## config.mk

```make
export PLATFORM = sky130hd
export DESIGN_NAME = rotor_angle_speed_estimator_core
export DESIGN_NICKNAME = d
export VERILOG_FILES = /design/src/rtl/rase_pkg.sv /design/src/rtl/rase_serial_mul.sv /design/src/rtl/rase_serial_div.sv /design/src/rtl/rotor_angle_speed_estimator_core.sv
export SDC_FILE = /design/constraint.sdc
export NUM_CORES = 1
export LEC_CHECK = 0
export ABC_AREA = 1
export BUFFER_PORTS_ARGS = -buffer_cell sky130_fd_sc_hd__buf_2
export CORE_ASPECT_RATIO = 0.9
export CORE_MARGIN = 3
export CORE_UTILIZATION = 57
export CTS_BUF_LIST = sky130_fd_sc_hd__clkbuf_8
export CTS_CLUSTER_DIAMETER = 150
export DETAILED_ROUTE_END_ITERATION = 8
export PLACE_DENSITY_LB_ADDON = 0.1
export SYNTH_ARGS = -nofsm -noshare
export SYNTH_HDL_FRONTEND = slang
export SYNTH_SLANG_ARGS = --single-unit
```

## constraint.sdc

```tcl
create_clock -name clock -period 10.3 [get_ports clock]
set_input_delay 2.06 -clock clock [delete_from_list [all_inputs] [get_ports clock]]
set_output_delay 2.06 -clock clock [all_outputs]
set_load 0.005 [all_outputs]
```

## src/rtl/rase_pkg.sv

```systemverilog
// Shared types, constants and helpers for the rotor angle and speed estimator.
// Used by the top level and by the two serial arithmetic units; depends on nothing.
`default_nettype none

package rase_pkg;

   // Field widths of the request, the response and the fixed-point format.
   localparam int ANGLE_W = 16;
   localparam int SPEED_W = 32;
   localparam int FRAC_W  = 16;
   localparam int TICK_W  = 32;

   // Serial multiplier: multiplicand width, multiplier digits and product width.
   localparam int MUL_A_W   = 33;
   localparam int MUL_B_W   = 17;
   localparam int MUL_P_W   = MUL_A_W + MUL_B_W;
   localparam int MUL_CNT_W = $clog2(MUL_B_W + 1);

   // Serial divider: dividend and quotient width, divisor width.
   localparam int DIV_N_W   = 35;
   localparam int DIV_D_W   = 31;
   localparam int DIV_CNT_W = $clog2(DIV_N_W + 1);

   // Q16.16 constants for pi/3 and 2*pi.
   localparam int PI_3_Q16   = 68629;
   localparam int TWO_PI_Q16 = 411775;

   // Register file of the configuration port.
   localparam int CSR_INDEX_W = 3;
   localparam int CSR_DATA_W  = 17;

   localparam logic [CSR_INDEX_W-1:0] CSR_SENSOR_MODE     = 3'd0;
   localparam logic [CSR_INDEX_W-1:0] CSR_REVERSE_DIR     = 3'd1;
   localparam logic [CSR_INDEX_W-1:0] CSR_COUNTS_PER_TURN = 3'd2;
   localparam logic [CSR_INDEX_W-1:0] CSR_INVERT_ANGLE    = 3'd3;
   localparam logic [CSR_INDEX_W-1:0] CSR_ANGLE_OFFSET    = 3'd4;
   localparam logic [CSR_INDEX_W-1:0] CSR_TICK_PERIOD     = 3'd5;
   localparam logic [CSR_INDEX_W-1:0] CSR_FILTER_GAIN     = 3'd6;

   // Sensor modes.
   localparam logic [1:0] MODE_NONE     = 2'd0;
   localparam logic [1:0] MODE_HALL     = 2'd1;
   localparam logic [1:0] MODE_ABSOLUTE = 2'd2;
   localparam logic [1:0] MODE_RESERVED = 2'd3;

   // One request: the Hall bits and the absolute encoder count of one tick.
   typedef struct packed {
      logic [2:0]         hall_pattern;
      logic [ANGLE_W-1:0] raw_count;
   } rase_req_type;

   // One response: angle, filtered speed and presence flag.
   typedef struct packed {
      logic [ANGLE_W-1:0]        angle;
      logic signed [SPEED_W-1:0] speed;
      logic                      present;
   } rase_rsp_type;

   // Electrical angle at the start of each Hall sector.
   function automatic logic [ANGLE_W-1:0] sector_angle(input logic [2:0] pattern);
      logic [ANGLE_W-1:0] angle;
      unique case (pattern)
         3'd2:    angle = 16'd10923;
         3'd3:    angle = 16'd21845;
         3'd4:    angle = 16'd32768;
         3'd5:    angle = 16'd43690;
         3'd6:    angle = 16'd54613;
         default: angle = 16'd0;
      endcase
      return angle;
   endfunction

endpackage

`default_nettype wire

```

## src/rtl/rase_serial_mul.sv

```systemverilog
// Shift-and-add multiplier that retires one multiplier bit per cycle.
// Depends on rase_pkg for its operand and product widths.
`default_nettype none

module rase_serial_mul import rase_pkg::*; (
   input  logic               clock,
   input  logic               reset,
   input  logic               start,
   input  logic [MUL_A_W-1:0] multiplicand,
   input  logic [MUL_B_W-1:0] multiplier,
   output logic               done,
   output logic [MUL_P_W-1:0] product
);

   localparam logic [MUL_CNT_W-1:0] STEPS = MUL_CNT_W'(MUL_B_W);

   logic [MUL_A_W:0]     acc_ff;
   logic [MUL_B_W-1:0]   low_ff;
   logic [MUL_A_W-1:0]   a_ff;
   logic [MUL_CNT_W-1:0] count_ff;
   logic                 busy_ff;
   logic                 done_ff;
   logic [MUL_A_W:0]     sum_in;

   // Add the multiplicand when the current multiplier bit is set.
   assign sum_in = acc_ff + (low_ff[0] ? {1'b0, a_ff} : '0);

   // The multiplier and the partial product shift right one bit per step.
   always_ff @(posedge clock) begin
      if (start) begin
         a_ff   <= multiplicand;
         low_ff <= multiplier;
         acc_ff <= '0;
      end else if (busy_ff) begin
         acc_ff <= {1'b0, sum_in[MUL_A_W:1]};
         low_ff <= {sum_in[0], low_ff[MUL_B_W-1:1]};
      end
   end

   // Step counter and completion pulse.
   always_ff @(posedge clock) begin
      if (reset) begin
         busy_ff  <= 1'b0;
         done_ff  <= 1'b0;
         count_ff <= '0;
      end else begin
         done_ff <= busy_ff && (count_ff == MUL_CNT_W'(1));
         if (start) begin
            busy_ff  <= 1'b1;
            count_ff <= STEPS;
         end else if (busy_ff) begin
            count_ff <= count_ff - MUL_CNT_W'(1);
            if (count_ff == MUL_CNT_W'(1)) begin
               busy_ff <= 1'b0;
            end
         end
      end
   end

   assign done    = done_ff;
   assign product = {acc_ff[MUL_A_W-1:0], low_ff};

endmodule

`default_nettype wire

```

## src/rtl/rase_serial_div.sv

```systemverilog
// Restoring divider that produces one quotient bit per cycle.
// Depends on rase_pkg for its dividend, divisor and counter widths.
`default_nettype none

module rase_serial_div import rase_pkg::*; (
   input  logic               clock,
   input  logic               reset,
   input  logic               start,
   input  logic [DIV_N_W-1:0] dividend,
   input  logic [DIV_D_W-1:0] divisor,
   output logic               done,
   output logic [DIV_N_W-1:0] quotient
);

   localparam logic [DIV_CNT_W-1:0] STEPS = DIV_CNT_W'(DIV_N_W);

   logic [DIV_N_W-1:0]   shift_ff;
   logic [DIV_D_W-1:0]   rem_ff;
   logic [DIV_D_W-1:0]   divisor_ff;
   logic [DIV_CNT_W-1:0] count_ff;
   logic                 busy_ff;
   logic                 done_ff;
   logic [DIV_D_W:0]     trial;
   logic [DIV_D_W:0]     diff;
   logic                 fits;
   logic [DIV_D_W-1:0]   rem_in;

   // Bring down the next dividend bit and try to subtract the divisor.
   assign trial  = {rem_ff, shift_ff[DIV_N_W-1]};
   assign diff   = trial - {1'b0, divisor_ff};
   assign fits   = trial >= {1'b0, divisor_ff};
   assign rem_in = fits ? diff[DIV_D_W-1:0] : trial[DIV_D_W-1:0];

   // Dividend bits leave at the top while quotient bits enter at the bottom.
   always_ff @(posedge clock) begin
      if (start) begin
         shift_ff   <= dividend;
         divisor_ff <= divisor;
         rem_ff     <= '0;
      end else if (busy_ff) begin
         shift_ff <= {shift_ff[DIV_N_W-2:0], fits};
         rem_ff   <= rem_in;
      end
   end

   // Step counter and completion pulse.
   always_ff @(posedge clock) begin
      if (reset) begin
         busy_ff  <= 1'b0;
         done_ff  <= 1'b0;
         count_ff <= '0;
      end else begin
         done_ff <= busy_ff && (count_ff == DIV_CNT_W'(1));
         if (start) begin
            busy_ff  <= 1'b1;
            count_ff <= STEPS;
         end else if (busy_ff) begin
            count_ff <= count_ff - DIV_CNT_W'(1);
            if (count_ff == DIV_CNT_W'(1)) begin
               busy_ff <= 1'b0;
            end
         end
      end
   end

   assign done     = done_ff;
   assign quotient = shift_ff;

endmodule

`default_nettype wire

```

## src/rtl/rotor_angle_speed_estimator_core.sv

```systemverilog
// Top level of the rotor angle and speed estimator: sequencer, state and ports.
// Depends on rase_pkg, rase_serial_mul and rase_serial_div.
//
// Each request carries one control tick's Hall pattern and absolute encoder
// count. Each request yields exactly one response with the electrical angle,
// the filtered Q16.16 speed and the presence flag. The block works on one
// request at a time and is ready for the next as soon as the previous response
// sits in the output register. A request in mode none or reserved, or a Hall
// tick without a sector change, uses neither arithmetic unit. The time of a
// Hall sector change or an absolute-mode tick is set by the shared multiplier,
// which retires one multiplier bit per cycle over 17 steps, and by the shared
// divider, which produces one quotient bit per cycle over 35 steps. A Hall
// change uses one product, one quotient and the filter product. An absolute
// tick uses two products and two quotients, or one quotient when counts per
// turn is zero. A stalled response holds the block in its last state until the
// output register frees. Configuration writes are always taken and must only be
// issued while no request is in flight.
`default_nettype none

module rotor_angle_speed_estimator_core import rase_pkg::*; (
   input  logic                   clock,
   input  logic                   reset,
   input  logic                   req_valid,
   output logic                   req_ready,
   input  rase_req_type           req_payload,
   output logic                   rsp_valid,
   input  logic                   rsp_ready,
   output rase_rsp_type           rsp_payload,
   input  logic                   csr_valid,
   output logic                   csr_ready,
   input  logic [CSR_INDEX_W-1:0] csr_index,
   input  logic [CSR_DATA_W-1:0]  csr_data
);

   // Sequencer states.
   localparam logic [3:0] ST_IDLE  = 4'd0;
   localparam logic [3:0] ST_HMUL  = 4'd1;
   localparam logic [3:0] ST_HDIV  = 4'd2;
   localparam logic [3:0] ST_ADIV  = 4'd3;
   localparam logic [3:0] ST_AANG  = 4'd4;
   localparam logic [3:0] ST_AMUL  = 4'd5;
   localparam logic [3:0] ST_ADIV2 = 4'd6;
   localparam logic [3:0] ST_FDIFF = 4'd7;
   localparam logic [3:0] ST_FMUL  = 4'd8;
   localparam logic [3:0] ST_FSUM  = 4'd9;
   localparam logic [3:0] ST_DONE  = 4'd10;

   // Hall patterns with all sensors low or all high are not sectors.
   localparam logic [2:0] HALL_ALL_LOW  = 3'd0;
   localparam logic [2:0] HALL_ALL_HIGH = 3'd7;

   localparam logic [DIV_N_W-1:0] HALL_DIVIDEND = DIV_N_W'(PI_3_Q16) << FRAC_W;
   localparam logic [SPEED_W-1:0] SPEED_MAX     = {1'b0, {(SPEED_W-1){1'b1}}};
   localparam logic [SPEED_W-1:0] SPEED_MIN     = {1'b1, {(SPEED_W-1){1'b0}}};
   localparam int                 STEP_W        = MUL_P_W + 1 - FRAC_W;

   // Configuration registers.
   logic [1:0]            mode_ff;
   logic                  reverse_ff;
   logic [CSR_DATA_W-1:0] counts_per_turn_ff;
   logic                  invert_ff;
   logic [ANGLE_W-1:0]    offset_ff;
   logic [ANGLE_W-1:0]    tick_period_ff;
   logic [CSR_DATA_W-1:0] gain_ff;

   // Estimator state.
   logic [2:0]                last_sector_ff;
   logic [TICK_W-1:0]         tick_count_ff;
   logic signed [SPEED_W-1:0] filtered_ff;
   logic [ANGLE_W-1:0]        previous_angle_ff;
   logic [ANGLE_W-1:0]        angle_reg_ff;
   logic signed [SPEED_W-1:0] speed_reg_ff;
   logic                      present_reg_ff;

   // Sequencer and working registers.
   logic [3:0]                state_ff;
   logic [3:0]                state_in;
   logic [ANGLE_W-1:0]        na_ff;
   logic signed [SPEED_W-1:0] inst_ff;
   logic                      neg_ff;
   logic signed [STEP_W-1:0]  step_ff;
   logic                      rsp_valid_ff;
   rase_rsp_type              rsp_payload_ff;

   // Arithmetic unit connections.
   logic               mul_start;
   logic [MUL_A_W-1:0] mul_a;
   logic [MUL_B_W-1:0] mul_b;
   logic               mul_done;
   logic [MUL_P_W-1:0] mul_p;
   logic               div_start;
   logic [DIV_N_W-1:0] div_dividend;
   logic [DIV_D_W-1:0] div_divisor;
   logic               div_done;
   logic [DIV_N_W-1:0] div_q;

   // Derived values.
   logic                      req_fire;
   logic                      out_free;
   logic [ANGLE_W-1:0]        dt;
   logic [TICK_W-1:0]         tick_sat;
   logic                      hall_change;
   logic                      hall_filter;
   logic [DIV_D_W-1:0]        period_prod_sat;
   logic [SPEED_W-1:0]        hall_pos;
   logic signed [SPEED_W-1:0] hall_inst;
   logic signed [SPEED_W-1:0] abs_inst;
   logic [ANGLE_W-1:0]        na_inv;
   logic [ANGLE_W-1:0]        na_off;
   logic signed [ANGLE_W:0]   delta_raw;
   logic signed [ANGLE_W:0]   delta;
   logic [ANGLE_W:0]          delta_neg;
   logic [SPEED_W:0]          diff;
   logic [SPEED_W:0]          diff_mag;
   logic [MUL_P_W:0]          prod_signed;
   logic [SPEED_W+3:0]        sum;
   logic signed [SPEED_W-1:0] sum_sat;

   assign req_fire  = req_valid && req_ready;
   assign out_free  = !rsp_valid_ff || rsp_ready;
   assign req_ready = state_ff == ST_IDLE;
   assign csr_ready = 1'b1;

   // A zero tick period is taken as one.
   assign dt = (tick_period_ff == '0) ? ANGLE_W'(1) : tick_period_ff;

   // Hall tick count saturates and a sector change needs a new valid pattern.
   assign tick_sat    = (tick_count_ff == '1) ? tick_count_ff : tick_count_ff + TICK_W'(1);
   assign hall_change = (req_payload.hall_pattern != last_sector_ff)
                        && (req_payload.hall_pattern != HALL_ALL_LOW)
                        && (req_payload.hall_pattern != HALL_ALL_HIGH);
   assign hall_filter = hall_change && (tick_sat != '0);

   // Period product saturates to the largest positive 32-bit value.
   assign period_prod_sat = (|mul_p[MUL_P_W-1:DIV_D_W]) ? '1 : mul_p[DIV_D_W-1:0];

   // Hall speed sample: saturated quotient, negated for reverse direction.
   assign hall_pos  = (|div_q[DIV_N_W-1:SPEED_W-1]) ? SPEED_MAX
                      : {1'b0, div_q[SPEED_W-2:0]};
   assign hall_inst = reverse_ff ? -$signed(hall_pos) : $signed(hall_pos);

   // Absolute speed sample: quotient magnitude with the delta's sign, saturated.
   always_comb begin
      if (neg_ff) begin
         if ((|div_q[DIV_N_W-1:SPEED_W]) || (div_q[SPEED_W-1] && (|div_q[SPEED_W-2:0]))) begin
            abs_inst = $signed(SPEED_MIN);
         end else begin
            abs_inst = -$signed(div_q[SPEED_W-1:0]);
         end
      end else begin
         if (|div_q[DIV_N_W-1:SPEED_W-1]) begin
            abs_inst = $signed(SPEED_MAX);
         end else begin
            abs_inst = $signed(div_q[SPEED_W-1:0]);
         end
      end
   end

   // Absolute angle: inversion, offset, then the wrapped change since last tick.
   assign na_inv    = invert_ff ? ANGLE_W'(0) - na_ff : na_ff;
   assign na_off    = na_inv + offset_ff;
   assign delta_raw = $signed({1'b0, na_off}) - $signed({1'b0, previous_angle_ff});
   always_comb begin
      if (delta_raw > $signed(17'sd32768)) begin
         delta = delta_raw - $signed(17'h10000);
      end else if (delta_raw < -$signed(17'sd32768)) begin
         delta = delta_raw + $signed(17'h10000);
      end else begin
         delta = delta_raw;
      end
   end
   assign delta_neg = -delta;

   // Filter error and its magnitude for the unsigned multiplier.
   assign diff     = {inst_ff[SPEED_W-1], inst_ff} - {filtered_ff[SPEED_W-1], filtered_ff};
   assign diff_mag = diff[SPEED_W] ? -diff : diff;

   // Signed filter product; dropping the fraction bits floors it.
   assign prod_signed = neg_ff ? -{1'b0, mul_p} : {1'b0, mul_p};

   // Filter update with saturation to the signed 32-bit range.
   assign sum = {{4{filtered_ff[SPEED_W-1]}}, filtered_ff}
                + {step_ff[STEP_W-1], step_ff};
   always_comb begin
      if ((sum[SPEED_W+3:SPEED_W-1] == '0) || (sum[SPEED_W+3:SPEED_W-1] == '1)) begin
         sum_sat = $signed(sum[SPEED_W-1:0]);
      end else if (sum[SPEED_W+3]) begin
         sum_sat = $signed(SPEED_MIN);
      end else begin
         sum_sat = $signed(SPEED_MAX);
      end
   end

   // Sequencer: next state and arithmetic unit launches.
   always_comb begin
      state_in     = state_ff;
      mul_start    = 1'b0;
      mul_a        = '0;
      mul_b        = '0;
      div_start    = 1'b0;
      div_dividend = '0;
      div_divisor  = '0;
      unique case (state_ff)
         ST_IDLE: begin
            if (req_fire) begin
               unique case (mode_ff)
                  MODE_HALL: begin
                     if (hall_filter) begin
                        mul_start = 1'b1;
                        mul_a     = MUL_A_W'(tick_sat);
                        mul_b     = MUL_B_W'(dt);
                        state_in  = ST_HMUL;
                     end else begin
                        state_in = ST_DONE;
                     end
                  end
                  MODE_ABSOLUTE: begin
                     if (counts_per_turn_ff != '0) begin
                        div_start    = 1'b1;
                        div_dividend = DIV_N_W'({req_payload.raw_count, {FRAC_W{1'b0}}});
                        div_divisor  = DIV_D_W'(counts_per_turn_ff);
                        state_in     = ST_ADIV;
                     end else begin
                        state_in = ST_AANG;
                     end
                  end
                  default: state_in = ST_DONE;
               endcase
            end
         end
         ST_HMUL: begin
            if (mul_done) begin
               div_start    = 1'b1;
               div_dividend = HALL_DIVIDEND;
               div_divisor  = period_prod_sat;
               state_in     = ST_HDIV;
            end
         end
         ST_HDIV: begin
            if (div_done) begin
               state_in = ST_FDIFF;
            end
         end
         ST_ADIV: begin
            if (div_done) begin
               state_in = ST_AANG;
            end
         end
         ST_AANG: begin
            mul_start = 1'b1;
            mul_a     = MUL_A_W'(TWO_PI_Q16);
            mul_b     = MUL_B_W'(delta[ANGLE_W] ? delta_neg[ANGLE_W-1:0]
                                                : delta[ANGLE_W-1:0]);
            state_in  = ST_AMUL;
         end
         ST_AMUL: begin
            if (mul_done) begin
               div_start    = 1'b1;
               div_dividend = mul_p[DIV_N_W-1:0];
               div_divisor  = DIV_D_W'(dt);
               state_in     = ST_ADIV2;
            end
         end
         ST_ADIV2: begin
            if (div_done) begin
               state_in = ST_FDIFF;
            end
         end
         ST_FDIFF: begin
            mul_start = 1'b1;
            mul_a     = diff_mag;
            mul_b     = gain_ff;
            state_in  = ST_FMUL;
         end
         ST_FMUL: begin
            if (mul_done) begin
               state_in = ST_FSUM;
            end
         end
         ST_FSUM: state_in = ST_DONE;
         ST_DONE: begin
            if (out_free) begin
               state_in = ST_IDLE;
            end
         end
         default: state_in = ST_IDLE;
      endcase
   end

   // Configuration register writes.
   always_ff @(posedge clock) begin
      if (reset) begin
         mode_ff            <= MODE_NONE;
         reverse_ff         <= 1'b0;
         counts_per_turn_ff <= '0;
         invert_ff          <= 1'b0;
         offset_ff          <= '0;
         tick_period_ff     <= ANGLE_W'(3277);
         gain_ff            <= CSR_DATA_W'(8192);
      end else if (csr_valid && csr_ready) begin
         unique case (csr_index)
            CSR_SENSOR_MODE:     mode_ff            <= csr_data[1:0];
            CSR_REVERSE_DIR:     reverse_ff         <= csr_data[0];
            CSR_COUNTS_PER_TURN: counts_per_turn_ff <= csr_data;
            CSR_INVERT_ANGLE:    invert_ff          <= csr_data[0];
            CSR_ANGLE_OFFSET:    offset_ff          <= csr_data[ANGLE_W-1:0];
            CSR_TICK_PERIOD:     tick_period_ff     <= csr_data[ANGLE_W-1:0];
            CSR_FILTER_GAIN:     gain_ff            <= csr_data;
            default: ;
         endcase
      end
   end

   // Estimator state and sequencer.
   always_ff @(posedge clock) begin
      if (reset) begin
         state_ff          <= ST_IDLE;
         last_sector_ff    <= '0;
         tick_count_ff     <= '0;
         filtered_ff       <= '0;
         previous_angle_ff <= '0;
         angle_reg_ff      <= '0;
         speed_reg_ff      <= '0;
         present_reg_ff    <= 1'b0;
      end else begin
         state_ff <= state_in;
         unique case (state_ff)
            ST_IDLE: begin
               if (req_fire && (mode_ff == MODE_HALL)) begin
                  tick_count_ff <= hall_change ? '0 : tick_sat;
                  if (hall_change) begin
                     last_sector_ff <= req_payload.hall_pattern;
                     angle_reg_ff   <= sector_angle(req_payload.hall_pattern);
                  end
                  if (!hall_filter) begin
                     speed_reg_ff <= filtered_ff;
                  end
               end
               if (req_fire && (mode_ff == MODE_ABSOLUTE)
                   && (req_payload.raw_count != '0)) begin
                  present_reg_ff <= 1'b1;
               end
            end
            ST_AANG: begin
               previous_angle_ff <= na_off;
               angle_reg_ff      <= na_off;
            end
            ST_FSUM: begin
               filtered_ff  <= sum_sat;
               speed_reg_ff <= sum_sat;
            end
            default: ;
         endcase
      end
   end

   // Working registers of the current request.
   always_ff @(posedge clock) begin
      unique case (state_ff)
         ST_IDLE: begin
            if (req_fire) begin
               na_ff <= '0;
            end
         end
         ST_HDIV: begin
            if (div_done) begin
               inst_ff <= hall_inst;
            end
         end
         ST_ADIV: begin
            if (div_done) begin
               na_ff <= div_q[ANGLE_W-1:0];
            end
         end
         ST_AANG:  neg_ff <= delta[ANGLE_W];
         ST_ADIV2: begin
            if (div_done) begin
               inst_ff <= abs_inst;
            end
         end
         ST_FDIFF: neg_ff <= diff[SPEED_W];
         ST_FMUL: begin
            if (mul_done) begin
               step_ff <= $signed(prod_signed[MUL_P_W:FRAC_W]);
            end
         end
         default: ;
      endcase
   end

   // Response register: loads when the slot is free, clears when taken.
   always_ff @(posedge clock) begin
      if (reset) begin
         rsp_valid_ff <= 1'b0;
      end else if ((state_ff == ST_DONE) && out_free) begin
         rsp_valid_ff <= 1'b1;
      end else if (rsp_ready) begin
         rsp_valid_ff <= 1'b0;
      end
   end

   always_ff @(posedge clock) begin
      if ((state_ff == ST_DONE) && out_free) begin
         rsp_payload_ff.angle   <= angle_reg_ff;
         rsp_payload_ff.speed   <= speed_reg_ff;
         rsp_payload_ff.present <= present_reg_ff;
      end
   end

   assign rsp_valid   = rsp_valid_ff;
   assign rsp_payload = rsp_payload_ff;

   // Shared arithmetic units.
   rase_serial_mul u_mul (
      .clock        (clock),
      .reset        (reset),
      .start        (mul_start),
      .multiplicand (mul_a),
      .multiplier   (mul_b),
      .done         (mul_done),
      .product      (mul_p)
   );

   rase_serial_div u_div (
      .clock    (clock),
      .reset    (reset),
      .start    (div_start),
      .dividend (div_dividend),
      .divisor  (div_divisor),
      .done     (div_done),
      .quotient (div_q)
   );

endmodule

`default_nettype wire
```

After elaboration in Yosys (flattened, before gate mapping). Index checks and enable logic that the tools add are counted.

Memory bits (read-only): 0. RAM bits: 0. Logic and storage cells: 244. Bits of input ports: 44. Memories: 0. Flip-flop bits (word level): 535. Latch bits: 0.

Bitwise logic cells: 0. $mul: 0. Div/mod/pow operators: 0. Shift-type cells: 0. Add/subtract/negate cells: 17. Equal/unequal tests: 41. Reductions and logical operators: 56. $lt $le $gt $ge: 3. Mux-type cells: 89.

Operator list (number): 32-bit two-way mux (18); 16-bit two-way mux (11); 32-bit one-hot mux with 2 select lines (2); 31-bit two-way mux (4); 17-bit two-way mux (7); 35-bit two-way mux (3); 35-bit one-hot mux with 3 select lines (1); 33-bit two-way mux (3); 33-bit one-hot mux with 3 select lines (1); 31-bit one-hot mux with 3 select lines (1); 16-bit one-hot mux with 5 select lines (1); 16-bit one-hot mux with 2 select lines (2); 50-bit negation with 51-bit output (1); 17-bit one-hot mux with 3 select lines (1); 50-bit two-way mux (1); 4-bit one-hot mux with 10 select lines (1); 32-bit by 35-bit adder with 36-bit output (1); 33-bit by 34-bit adder with 34-bit output (1); 33-bit negation (1); 32-bit by 32-bit subtractor with 33-bit output (1); 32-bit by 1-bit adder with 32-bit output (second input constant) (1); 32-bit equality test (second input constant) (1); 32-bit by 31-bit greater-or-equal comparator with 1-bit output (1); 4-bit two-way mux (8); 55 further kinds (133).

Longest topological paths before layout. Gate-level depths: netlist (run 1).

Depth in word-level cells: 11. Depth in mapped cells: 40. Gate-level depth less buffers: 39.

Cells and area by module. Synthesis (run 1) repeated with hierarchy kept, for this count alone.

Cell total of the unflattened synthesis: 5685. Area total of the unflattened synthesis: 38084.0 sq um.

Modules (own cells, without submodules): rotor_angle_speed_estimator_core (times used 1, area each 25062.8 sq um, sequential area each 8137.8 sq um, cells an instance 3789); rase_serial_div (times used 1, area each 7053.0 sq um, sequential area each 2762.6 sq um, cells an instance 1000); rase_serial_mul (times used 1, area each 5968.2 sq um, sequential area each 2302.2 sq um, cells an instance 896).

Least setup slack after synthesis (run 1). Ideal clock, no wire load.

Path type: input port to flip-flop. Start: input port rsp_ready. End: register rsp_payload_ff (netlist bit rsp_payload[0]) (enable). Stages on the path: 2. Data arrival time: 4.164 ns. Setup slack: 5.681 ns. Path through: nor2_1 nor2_1.

Cells in the longest elaborated chain, start to end: 2.

RTL lines: start: declaration (RTL line rotor_angle_speed_estimator_core.sv:27) `input logic rsp_ready,`; 1-bit logical OR (RTL line rotor_angle_speed_estimator_core.sv:120) `assign out_free = !rsp_valid_ff || rsp_ready;`; 1-bit logical AND (RTL line rotor_angle_speed_estimator_core.sv:403) `if ((state_ff == ST_DONE) && out_free) begin`; end: declaration (RTL line rotor_angle_speed_estimator_core.sv:83) `rase_rsp_type rsp_payload_ff;`.

Every way passes these cells. A chain may end at the register's enable or synchronous reset.

Worst setup path in the final report (run 1).
Start: register na_ff[0]. End: register u_mul.low_ff[11] (data pin).

Cells in the longest elaborated chain, start to end: 11. Elaborated cells on any way between the ends: 14.

RTL lines: start: declaration (RTL line rotor_angle_speed_estimator_core.sv:78) `logic [ANGLE_W-1:0] na_ff;`; start signal: assignment (RTL line rotor_angle_speed_estimator_core.sv:372) `na_ff <= div_q[ANGLE_W-1:0];`; 1-bit by 16-bit subtractor with 16-bit output (RTL line rotor_angle_speed_estimator_core.sv:160) `assign na_inv = invert_ff ? ANGLE_W'(0) - na_ff : na_ff;`; 16-bit two-way mux * (RTL line rotor_angle_speed_estimator_core.sv:160); 16-bit adder * (RTL line rotor_angle_speed_estimator_core.sv:161) `assign na_off = na_inv + offset_ff;`; named net na_off[13] (RTL line rotor_angle_speed_estimator_core.sv:109) `logic [ANGLE_W-1:0] na_off;`; 16-bit by 16-bit subtractor with 17-bit output * (RTL line rotor_angle_speed_estimator_core.sv:162) `assign delta_raw = $signed({1'b0, na_off}) - $signed({1'b0, previous_angle_ff});`; 17-bit by 16-bit < comparator with 1-bit output (RTL line rotor_angle_speed_estimator_core.sv:166) `end else if (delta_raw < -$signed(17'sd32768)) begin`; 17-bit two-way mux (RTL line rotor_angle_speed_estimator_core.sv:166); 17-bit two-way mux * (RTL line rotor_angle_speed_estimator_core.sv:164) `if (delta_raw > $signed(17'sd32768)) begin`; 16-bit negation (RTL line rotor_angle_speed_estimator_core.sv:172) `assign delta_neg = -delta;`; 16-bit two-way mux * (RTL line rotor_angle_speed_estimator_core.sv:252) `mul_b = MUL_B_W'(delta[ANGLE_W] ? delta_neg[ANGLE_W-1:0]`; 17-bit one-hot mux with 3 select lines * (RTL line rotor_angle_speed_estimator_core.sv:203) `unique case (state_ff)`; 17-bit two-way mux * (RTL line rase_serial_mul.sv:30) `if (start) begin`; end signal: assignment (RTL line rase_serial_mul.sv:32) `low_ff <= multiplier;`; end signal: assignment (RTL line rase_serial_mul.sv:36) `low_ff <= {sum_in[0], low_ff[MUL_B_W-1:1]};`; end: declaration (RTL line rase_serial_mul.sv:18) `logic [MUL_B_W-1:0] low_ff;`.

Mark *: on every way through the listed nets, which the timed path passes. The rest lies on a longest branch.

==> results.sh, run 1 <==
export IMPL_vias=34900
export IMPL_synth_ff_type="dfxtp_1"
export IMPL_row_count=86
export IMPL_overflow=0
export IMPL_startpoint_type="flip-flop"
export IMPL_r2r_start="na_ff[0]$_SDFFCE_PN0P_"
export IMPL_hold_viol_final=0
export IMPL_cts_resized=0
export IMPL_crit_type="flip-flop to flip-flop"
export IMPL_cts_sink_count=535
export IMPL_die_height_um=244
export IMPL_crit_buf_inv=8
export IMPL_fin_crit_sh_pct=55.8
export IMPL_drt_wirelength_per_cell_um=19.4
export IMPL_synth_top_area_cell="edfxtp_1"
export IMPL_power_density_nw_per_um2=203
export IMPL_slew_headroom_pct=24.0
export IMPL_synth_async_sr_flop_share_pct=0
export IMPL_insertion_delay_ps=720
export IMPL_min_from="speed_reg_ff[10]$_SDFFE_PP0P_"
export IMPL_dp_cells=5955
export IMPL_tns_ps=0
export IMPL_netlist_area_um2=35900
export IMPL_syn_area_per_cell_um2=6.98
export IMPL_num_io_pins=96
export IMPL_rsz0062_at_grt="false"
export IMPL_drc_errors=0
export IMPL_core_um2=61800
export IMPL_clkTransAtPathRegs_ps=70
export IMPL_ff2ff_path_depth=33
export IMPL_clock_skew_ps=39.0
export IMPL_ir_drop_v=0.000209
export IMPL_layout_drive_gt1_share_pct=6.82
export IMPL_status="finished, final reports clean"
export IMPL_synth_edf_count=249
export IMPL_tightest_slew_ps=1140
export IMPL_grt_max_degree=73
export IMPL_cts_root_buf="clkbuf_8"
export IMPL_syn2layout_area_growth_pct=8.62
export IMPL_holdPathStages=0
export IMPL_reg2reg_to="u_mul.low_ff[11]$_DFFE_PP_"
export IMPL_die_w_um=271
export IMPL_holdPathEnd="rsp_payload[11]$_DFFE_PP_"
export IMPL_synth_top_cell_area_share_pct=20.8
export IMPL_fmax_mhz=174
export IMPL_grt_pass1_wl_mm=183
export IMPL_finalSetupViolCount=0
export IMPL_final_nets=5438
export IMPL_critPathSlowestCell="xor2_1"
export IMPL_post_cts_buffers=0
export IMPL_critPathTopFamily="simple AND/OR/NAND/NOR gates"
export IMPL_cp_common_cell="nand2_1"
export IMPL_period_needed_ps=5750
export IMPL_max_cap_viol_count=0
export IMPL_yosysSeqAreaShare_pct=36.7
export IMPL_avgViaCountPerCell=5.70
export IMPL_die_area_um2=66100
export IMPL_p_leak_nw=17.3
export IMPL_cp_max_fo=13
export IMPL_final_cells=6130
export IMPL_dpl_hpwl_mm=91.5
export IMPL_track_usage_pct=35.1
export IMPL_slew_violations=0
export IMPL_grt_pass1_vias=32100
export IMPL_drt_iter0_markers=3510
export IMPL_dr_pass1_iters=6
export IMPL_cts_tree="yes"
export IMPL_reg2reg_slack_ps=4550
export IMPL_h_tree_depth=3
export IMPL_endpoint_kind="flip-flop"
export IMPL_synthCells=5149
export IMPL_yosys_top_cells_area="edfxtp_1 21%, dfxtp_1 16%, nand2_1 14%"
export IMPL_syn_nets=5374
export IMPL_yosysWarnings=0
export IMPL_port_buffers=94
export IMPL_gp_congestion=1.00
export IMPL_wl_mm=119
export IMPL_synth_most_common_cell="nand2_1"
export IMPL_numCtsBuffers=92
export IMPL_crit_arrival_ps=6210
export IMPL_final_core_util_pct=63.2
export IMPL_ant_nets=0
export IMPL_hp_class="flip-flop to flip-flop"
export IMPL_cts_path_max_buffers=3
export IMPL_netlist_top_cells_count="1362 x nand2_1, 616 x inv_1, 614 x nor2_1, 421 x a21oi_1, 323 x o21ai_0"
export IMPL_cp_required_ps=10760
export IMPL_synth_seq_cells=535
export IMPL_ctsHoldBuffers=0
export IMPL_start_util_pct=58.2
export IMPL_grt_antenna_before_repair=2
export IMPL_synth_cell_types=66
export IMPL_worst_path_largest_cell_delay_ps=500
-- registers in the layout, summed over array words and instances, names as in the netlist, 17 cells and up --
name	count
u_div.quotient	35
u_mul.a_ff	33
gain_ff	17
step_ff	35
u_mul.acc_ff	33
u_div.rem_ff	31
counts_per_turn_ff	17
rsp_payload	49
u_div.divisor_ff	31
filtered_ff	32
u_mul.low_ff	17
inst_ff	32
speed_reg_ff	32
tick_count_ff	32
-- placed cells by master, fill, tap and decap left out, types with 32 or more instances in the layout --
cell / instances
nand2_1: 1361
inv_1: 635
nor2_1: 607
a21oi_1: 421
o21ai_0: 322
dfxtp_1: 286
nand3_1: 273
edfxtp_1: 249
ha_1: 175
xor2_1: 121
clkbuf_8: 100
buf_2: 93
xnor2_1: 70
nor3_1: 57
nand4_1: 51
o21ai_1: 37
buf_4: 33
o22ai_1: 32
-- how the worst max path moves through the flow --
stage                                             to              startpoint  cells after the start  slack (ps)
after global placement    u_mul.low_ff[11]$_DFFE_PP_  na_ff[0]$_SDFFCE_PN0P_                     28        4820
after CTS                 u_mul.low_ff[11]$_DFFE_PP_  na_ff[0]$_SDFFCE_PN0P_                     33        4740
after global routing       u_mul.low_ff[5]$_DFFE_PP_  na_ff[0]$_SDFFCE_PN0P_                     33        4000
after detailed placement  u_mul.low_ff[11]$_DFFE_PP_  na_ff[0]$_SDFFCE_PN0P_                     33        4760
final                     u_mul.low_ff[11]$_DFFE_PP_  na_ff[0]$_SDFFCE_PN0P_                     33        4550
after floorplan             rsp_payload[0]$_DFFE_PP_               rsp_ready                      2        5680
-- metrics by stage --
stage	cell area (um^2)	hold slack [ps]	worst slack, ps	power [mW]
floorplan	35900	403	5680	4.92
global route	39000	435	4000	8.41
finish	39000	426	4550	7.93
global placement	37000	408	4820	5.74
detailed placement	37000	415	4760	5.77
CTS	39000	426	4740	7.89
-- routing by layer --
| layer | up-vias | share of wire, % | track usage (%) |
|---|---|---|---|
| met3 | 282 | 7.6 | 5.27 |
| met4 | 0 | 5.7 | 17.5 |
| li1 | 17100 | - | - |
| met5 | - | 0 | 0 |
| met1 | 16000 | 43 | 47.5 |
| met2 | 1513 | 44 | 55.1 |
-- cell type report --
cell class,count,area [um^2]
Antenna cell,2,5.00
Clock buffer,100,1380
Clock inverter,73,626
Fill cell,5972,22700
Inverter,634,2380
Multi-Input combinational cell,3824,19700
Sequential cell,535,13200
Tap cell,836,1050
Timing Repair Buffer,126,713
-- kinds of logic (layout without fill, tap and decap cells) --
kind of cell               Yosys count  count (layout)  share of synthesized area, %
AOI/OAI and AO/OA                  976             976                          15.1
and+or+nand+nor                   2475            2475                          28.5
adders and majority gates          181             181                          6.43
other                                1               3                        0.0104
xor gates and xnor gates           191             191                          4.66
DFF                                535             535                          36.7
buffers and inverters              790             933                          8.59
-- report_power, final --
group | leakage (nW) | internal (mW) | total, mW | switching, mW
logic | 11.6 | 0.936 | 2.98 | 2.04
registers | 4.61 | 2.58 | 2.83 | 0.245
clock network | 1.09 | 1.16 | 2.13 | 0.963
total | 17.3 | 4.68 | 7.93 | 3.25
(Power assumes the default switching activity.)
==> inputs of run 2 (changes only) <==
==> constraint.sdc (replaced) <==
create_clock -name clock -period 5.37 [get_ports clock]
set_input_delay 1.074 -clock clock [delete_from_list [all_inputs] [get_ports clock]]
set_output_delay 1.074 -clock clock [all_outputs]
set_load 0.005 [all_outputs]
==> results.sh, run 2 (synthesis gave the netlist of run 1 again) <==
export IMPL_crit_type="flip-flop to flip-flop"
export IMPL_crit_buf_inv=2
export IMPL_max_cap_viol_count=0
export IMPL_drt_iter0_markers=3644
export IMPL_cts_sink_count=535
export IMPL_track_usage_pct=34.9
export IMPL_clkTransAtPathRegs_ps=60
export IMPL_p_int_mw=8.90
export IMPL_final_common_cell="nand2_1"
export IMPL_cts_tree="yes"
export IMPL_cp_required_ps=5810
export IMPL_dpl_hpwl_mm=91.0
export IMPL_period_needed_ps=4920
export IMPL_die_height_um=244
export IMPL_die_w_um=271
export IMPL_p_leak_nw=17.4
export IMPL_status="finished, final reports clean"
export IMPL_overflow=0
export IMPL_die_area_um2=66100
export IMPL_syn2layout_area_growth_pct=8.62
export IMPL_core_um2=61800
export IMPL_slew_headroom_pct=20.3
export IMPL_placed_area_um2=37100
export IMPL_p_switching_mw=6.12
export IMPL_slew_violations=0
export IMPL_gp_congestion=1.02
export IMPL_finalInstanceArea_um2=39000
export IMPL_numCtsBuffers=90
export IMPL_dr_pass1_iters=6
export IMPL_combPwrFrac_pct=38.0
export IMPL_grt_max_degree=92
export IMPL_final_core_util_pct=63.2
export IMPL_cts_path_max_buffers=3
export IMPL_avgViaCountPerCell=5.67
export IMPL_hold_viol_final=0
export IMPL_h_tree_depth=3
export IMPL_hp_class="flip-flop to flip-flop"
export IMPL_start_util_pct=58.2
export IMPL_setup_ws_ps=453
export IMPL_finalPower_mw=15.0
export IMPL_r2r_start="na_ff[0]$_SDFFCE_PN0P_"
export IMPL_drt_wirelength_per_cell_um=19.3
export IMPL_cp_max_fo=11
export IMPL_power_density_nw_per_um2=385
export IMPL_whs_ps=429
export IMPL_dp_cells=5970
export IMPL_final_cells=6140
export IMPL_ant_nets=0
export IMPL_insertion_delay_ps=730
export IMPL_grt_pass1_vias=32100
export IMPL_endpoint_kind="flip-flop"
export IMPL_tns_ps=0
export IMPL_vias=34800
export IMPL_grt_antenna_before_repair=1
export IMPL_drc_errors=0
export IMPL_clock_skew_ps=62.0
export IMPL_final_cell_mix="1360 x nand2_1, 651 x inv_1, 607 x nor2_1"
export IMPL_crit_path_start="na_ff[0]$_SDFFCE_PN0P_"
export IMPL_wl_mm=118
export IMPL_crit_arrival_ps=5360
export IMPL_worst_path_largest_cell_delay_ps=430
export IMPL_tightest_slew_ps=1200
export IMPL_critPathTopFamily="simple AND/OR/NAND/NOR gates"
export IMPL_min_from="angle_reg_ff[14]$_SDFFE_PP0P_"
export IMPL_cts_root_buf="clkbuf_8"
export IMPL_p_clk_share_pct=25.5
export IMPL_startpoint_type="flip-flop"
export IMPL_critPathSlowestCell="fa_1"
export IMPL_ir_drop_v=0.000500
export IMPL_netSwitchingFraction_pct=40.8
export IMPL_post_cts_buffers=0
export IMPL_post_place_ws_ps=242
export IMPL_row_count=86
export IMPL_num_io_pins=96
export IMPL_port_buffers=94
export IMPL_fin_crit_sh_pct=91.6
export IMPL_rsz0062_at_grt="false"
export IMPL_final_nets=5451
export IMPL_seqPwrFrac_pct=36.5
export IMPL_layout_drive_gt1_share_pct=6.86
export IMPL_finalSetupViolCount=0
export IMPL_largest_reg_flops=49
export IMPL_fmax_mhz=203
export IMPL_grt_pass1_wl_mm=181
export IMPL_cp_common_cell="nand2_1"
## run 2: cell count changes in the layout (fill, tap and decap cells not counted), sizes merged
cell	before	now
buf	126	141
bufinv	10	7
clkinv	44	27
clkinvlp	6	4
diode	2	1
inv	647	665
## run 2: power groups by stage
stage                     combinational (mW)  clock [mW]  sequential, mW
after floorplan                         4.14           0            5.29
after global placement                  5.52           0            5.53
after detailed placement                5.57           0            5.54
after CTS                               5.60        3.88            5.46
after global routing                    6.40        4.06            5.52
final                                   5.71        3.84            5.48
## run 2: path summary, 6_finish.rpt
check | end | slack (ps) | cells past startpoint
setup / recovery | u_mul.low_ff[10]$_DFFE_PP_ | 450 | 29
hold / removal | rsp_payload[47]$_DFFE_PP_ | 430 | 0
setup reg to reg | u_mul.low_ff[10]$_DFFE_PP_ | 450 | 29
hold reg to reg | rsp_payload[47]$_DFFE_PP_ | 430 | 0
## run 2: layout make-up
cell class | count | area (um^2)
fillers | 5959 | 22700
multi-input cells | 3824 | 19700
clock inverters | 69 | 494
repair buffers | 141 | 826
flip-flops and latches | 535 | 13200
clock buffers | 100 | 1380
inverters | 634 | 2380
well taps | 836 | 1050
diodes | 1 | 2.50
## run 2: per-layer routing
layer  vias to the layer above  wire length (um)  track usage (%)  share of wire (%)
li1                      17100                 -                -                  -
met1                     16000             50900             46.4                 43
met2                      1384             51800             55.2                 44
met3                       273              8890             5.69                7.5
met4                         0              6590             17.6                5.6
met5                         -                 0                0                  0
## run 2: what timing repair did
action / in CTS / in global routing
endpoints found under the setup margin: 0 / 13
hold buffers: 0 / 0
gates resized for setup: 0 / 7
